$ cat src/design/spa_ram.sv
// Generic single-write, single-read synchronous RAM with registered read data.
// No dependencies.
module spa_ram #(
  parameter int WIDTH = 8,
  parameter int DEPTH = 64
) (
  input  logic                     clk,
  input  logic                     we,
  input  logic [$clog2(DEPTH)-1:0] waddr,
  input  logic [WIDTH-1:0]         wdata,
  input  logic [$clog2(DEPTH)-1:0] raddr,
  output logic [WIDTH-1:0]         rdata
);

  logic [WIDTH-1:0] mem [DEPTH];

  always_ff @(posedge clk) begin
    if (we) begin
      mem[waddr] <= wdata;
    end
    rdata <= mem[raddr];
  end

endmodule

$ cat config.mk
export PLATFORM = sky130hd
export DESIGN_NAME = spa_ram
export DESIGN_NICKNAME = d
export VERILOG_FILES = /design/src/design/spa_ram.sv
export SDC_FILE = /design/constraint.sdc
export NUM_CORES = 1
export LEC_CHECK = 0
export BUFFER_PORTS_ARGS = -buffer_cell sky130_fd_sc_hd__buf_2
export CAP_MARGIN = 0
export CORE_MARGIN = 1
export CORE_UTILIZATION = 40
export CTS_BUF_LIST = sky130_fd_sc_hd__clkbuf_8 sky130_fd_sc_hd__clkbuf_16
export DETAILED_ROUTE_END_ITERATION = 8
export PLACE_DENSITY = 0.6
export REMOVE_ABC_BUFFERS = 1
export SETUP_SLACK_MARGIN = 0.4
export SLEW_MARGIN = 10
export SYNTH_ARGS = -nofsm -noshare
export SYNTH_HDL_FRONTEND = slang
export SYNTH_SLANG_ARGS = --single-unit
$ cat constraint.sdc
create_clock -name clk -period 2.09 [get_ports clk]
set_input_delay 0.418 -clock clk [delete_from_list [all_inputs] [get_ports clk]]
set_output_delay 0.418 -clock clk [all_outputs]
set_load 0.02 [all_outputs]
==> impl_metrics.csv <==
group,metric,value,unit
worst_setup_path,crit-reg2reg-capture,"rdata[6]",
route,routedWlPerCell,25.4,um
timing,setup-tns-final,0,ns
finish,layout.cell_area.non_filler,0.0241,sq mm
yosys,async_reset_ff_share,0,%
worst_setup_path,worst-setup-path-type,"flop to flop",
finish,num_antenna_cells,0,
worst_setup_path,critPathArrivalTime,2.30,ns
timing,period_needed,1.85,ns
yosys,mapped_area,0.0202,sq mm
route,detail_route.drc_violations,0,
yosys,leading_post_synthesis_cells_by_cell_area,"sky130_fd_sc_hd__edfxtp_1, sky130_fd_sc_hd__mux4_2, sky130_fd_sc_hd__nor2_1, sky130_fd_sc_hd__mux2i_1, sky130_fd_sc_hd__dfxtp_1",
clock_network,clock_pin_transition_on_the_worst_setup_and_hold_timing_paths,0.06,ns
timing,maxClockFrequency,0.542,GHz
route,initialDrtViolationCount,953,
worst_setup_path,critPathLaunch,"mem[50][6]",
timing,final_min_period_over_clock_period,88.4,%
clock_network,post-cts-setup-buffers,0,
power,power_density,894,mW/mm^2
die,io_pins,30,
timing,worst_pin_slew,0.922,ns
worst_setup_path,timing.critical_path.buf_inv,1,
clock_network,insertion_delay,0.61,ns
min_path,min_to,"rdata[0]",
timing,timing.final.max_slew_violations,0,
worst_setup_path,setup.reg_to_reg.worst_slack,0.24,ns
route,post_drt_via_cell_ratio,5.46,
finish,drive_above_1_share,36.5,%
die,placement_rows,81,
die,core-area,0.0494,sq mm
finish,fillCellCount,4006,
worst_setup_path,crit_chain,"mux4_2, mux4_2, nor2_1, buf_4, o32ai_1",
die,die_h,227,um
clock_network,htree_levels,2,
timing,clock_skew,0.0297,ns
route,ant_nets_after_route,0,
min_path,hold_start,"raddr[5]",
yosys,synth-seq-area-share,77.0,%
place,globalplace.congestion,0.853,
yosys,post_synth_most_frequent_cells,"sky130_fd_sc_hd__edfxtp_1, sky130_fd_sc_hd__mux4_2, sky130_fd_sc_hd__nor2_1",
power,design_power_total,21.5,mW
worst_setup_path,cp_common_cell,"sky130_fd_sc_hd__mux4_2",
finish,post-route-util,48.8,%
timing,hold_viol_final,0,
die,die-area,0.0513,sq mm
finish,layout_area_growth_over_synthesis,19.4,%
worst_setup_path,critical-path-top-delay-family,"multiplexers",
yosys,postSynthCellCount,940,
place,place.port_buffers,29,
worst_setup_path,worstPathRequired,2.54,ns
clock_network,tritoncts,"done",
worst_setup_path,max_stage_delay,0.52,ns
die,die_width,227,um
worst_setup_path,cp.depth,5,
min_path,worstHoldPathCells,3,
status,run_status,"complete, no violations",
yosys,number_of_warnings_printed_during_yosys_synthesis,0,
clock_network,cts_buffer_count,52,
die,floorplan.initialDensity,40.9,%
yosys,synthFlopType,"sky130_fd_sc_hd__edfxtp_1",
place,dp_hpwl,29.7,mm
yosys,yosysTopAreaCellShare,76.2,%
global_route,grt_start_max_net_pins,65,
finish,multi_input_area,0.00447,sq mm
worst_setup_path,path_max_fanout,1,
global_route,first_global_vias,10300,
yosys,ys_ff_latch,520,
route,routed_wl,46.8,mm
worst_setup_path,timing.critical_path.slowest_stage_cell,"sky130_fd_sc_hd__mux4_2",
timing,grt_setup_unrepaired,"yes",
yosys,netlist-cell-type-count,40,
finish,regArea,0.0155,sq mm
route,first_pass_iters,5,
finish,finish.net_count,1162,
global_route,grt.total_usage,19.0,%
global_route,grt_antenna_before_repair,2,
power,p_leak,7.87,nW
worst_setup_path,r2r.worst_path.cells,5,
global_route,overflow,0,
route,vias_after_detailed_routing,10100,
clock_network,cts.root.buffer_cell,"sky130_fd_sc_hd__clkbuf_16",
clock_network,clock_sink_count,520,
global_route,grt_first_pass_wirelength,69.3,mm
worst_setup_path,worst_setup_path_start_kind,"flop",
yosys,synth_enable_flop_cells,512,
yosys,postSynthAreaPerCell,21.5,sq um
timing,finalSetupViolations,0,
worst_setup_path,crit_path_end_kind,"flop",
yosys,dominant_cell_by_count_in_the_synthesized_netlist,"sky130_fd_sc_hd__edfxtp_1",
run,max_cap_violations,0,
min_path,min-delay-path-class,"input pin to flop",
worst_setup_path,crit-reg2reg-launch,"mem[50][6]",
yosys,cell_accounting_for_the_most_synthesized_area,"sky130_fd_sc_hd__edfxtp_1",
clock_network,cts-root-to-sink-buffers,3,
place,placed_cell_area,0.0223,sq mm
timing,hold_slack,0.236,ns
timing,slew-limit-headroom,38.5,%
power,irDropWorstVdd,0.591,mV
report_power, final:
| group | switching, mW | internal [mW] |
|---|---|---|
| Clock | 3.88 | 4.78 |
| Sequential | 0.0405 | 11.5 |
| Combinational | 0.750 | 0.552 |
cells by family (layout without fill, tap and decap cells):
group                  after synthesis  after routing  synth area share (%)
DFF                                520            520                  77.0
AOI/OAI and AO/OA                   54             54                  2.07
and+or+nand+nor                    153            153                  3.39
muxes                              162            162                  15.9
buffers and inverters               51            291                  1.57
worst reg2reg max path, stage by stage (launching register included):
cell and delay [ns]:
sky130_fd_sc_hd__edfxtp_1 0.38, sky130_fd_sc_hd__mux4_2 0.52, sky130_fd_sc_hd__mux4_2 0.49, sky130_fd_sc_hd__nor2_1 0.10
sky130_fd_sc_hd__buf_4 0.14, sky130_fd_sc_hd__o32ai_1 0.09
per-layer routing:
layer  global-route usage, %  vias up  share of wire [%]
li1                        -     4325                  -
met4                    5.71        2                2.2
met5                       0        -              0.028
met2                    29.3      348                 47
met3                    3.99       61                7.5
met1                    27.2     5327                 44
worst max-delay path by stage:
stage / slack, ns / to
final: 0.24 / rdata[6]
after global placement: -0.62 / rdata[3]
after global routing: 0.21 / rdata[3]
after detailed placement: -0.65 / rdata[3]
after floorplan: 0.31 / rdata[4]
after CTS: 0.23 / rdata[4]
state kept, by name, summed over array words and instances, names as in the netlist:
| name | flops |
|---|---|
| mem | 512 |
| rdata | 8 |
what timing repair did:
item                                    in CTS  in global routing
pin swaps                                    4                  2
hold buffers                                 0                  0
endpoints found under the hold margin        0                  0
resized for setup                           26                  8
endpoints found under the setup margin       9                  8
per-stage QoR:
step | instances | setup slack [ns]
finish | 1844 | 0.243
floorplan | 889 | 0.311
detailed placement | 1750 | -0.650
global placement | 1750 | -0.624
global route | 1844 | 0.206
CTS | 1844 | 0.234
placed cells by master, fill, tap and decap left out, types with 6 or more instances in the layout:
cell type                    count
sky130_fd_sc_hd__buf_4         151
sky130_fd_sc_hd__mux2_2         10
sky130_fd_sc_hd__nor2_1         79
sky130_fd_sc_hd__o221ai_1        8
sky130_fd_sc_hd__inv_1          13
sky130_fd_sc_hd__nand3_1        13
sky130_fd_sc_hd__clkbuf_16      53
sky130_fd_sc_hd__mux4_2        126
sky130_fd_sc_hd__dfxtp_1         7
sky130_fd_sc_hd__clkinv_2        8
sky130_fd_sc_hd__clkinv_1        6
sky130_fd_sc_hd__o22ai_1         8
sky130_fd_sc_hd__nand2_1        19
sky130_fd_sc_hd__clkinvlp_4      6
sky130_fd_sc_hd__buf_2          26
sky130_fd_sc_hd__nand2b_1        7
sky130_fd_sc_hd__edfxtp_1      512
sky130_fd_sc_hd__buf_12         17
sky130_fd_sc_hd__nor2b_1        14
sky130_fd_sc_hd__mux2i_1        23
cell type report:
| type | instances | share of cell area [%] |
|---|---|---|
| flip-flops and latches | 520 | 64.5 |
| well taps | 664 | 3.45 |
| multi-input cells | 369 | 18.6 |
| repair buffers | 197 | 6.86 |
| clock inverters | 39 | 1.05 |
| clock buffers | 55 | 5.57 |
(Power assumes the default switching activity.)
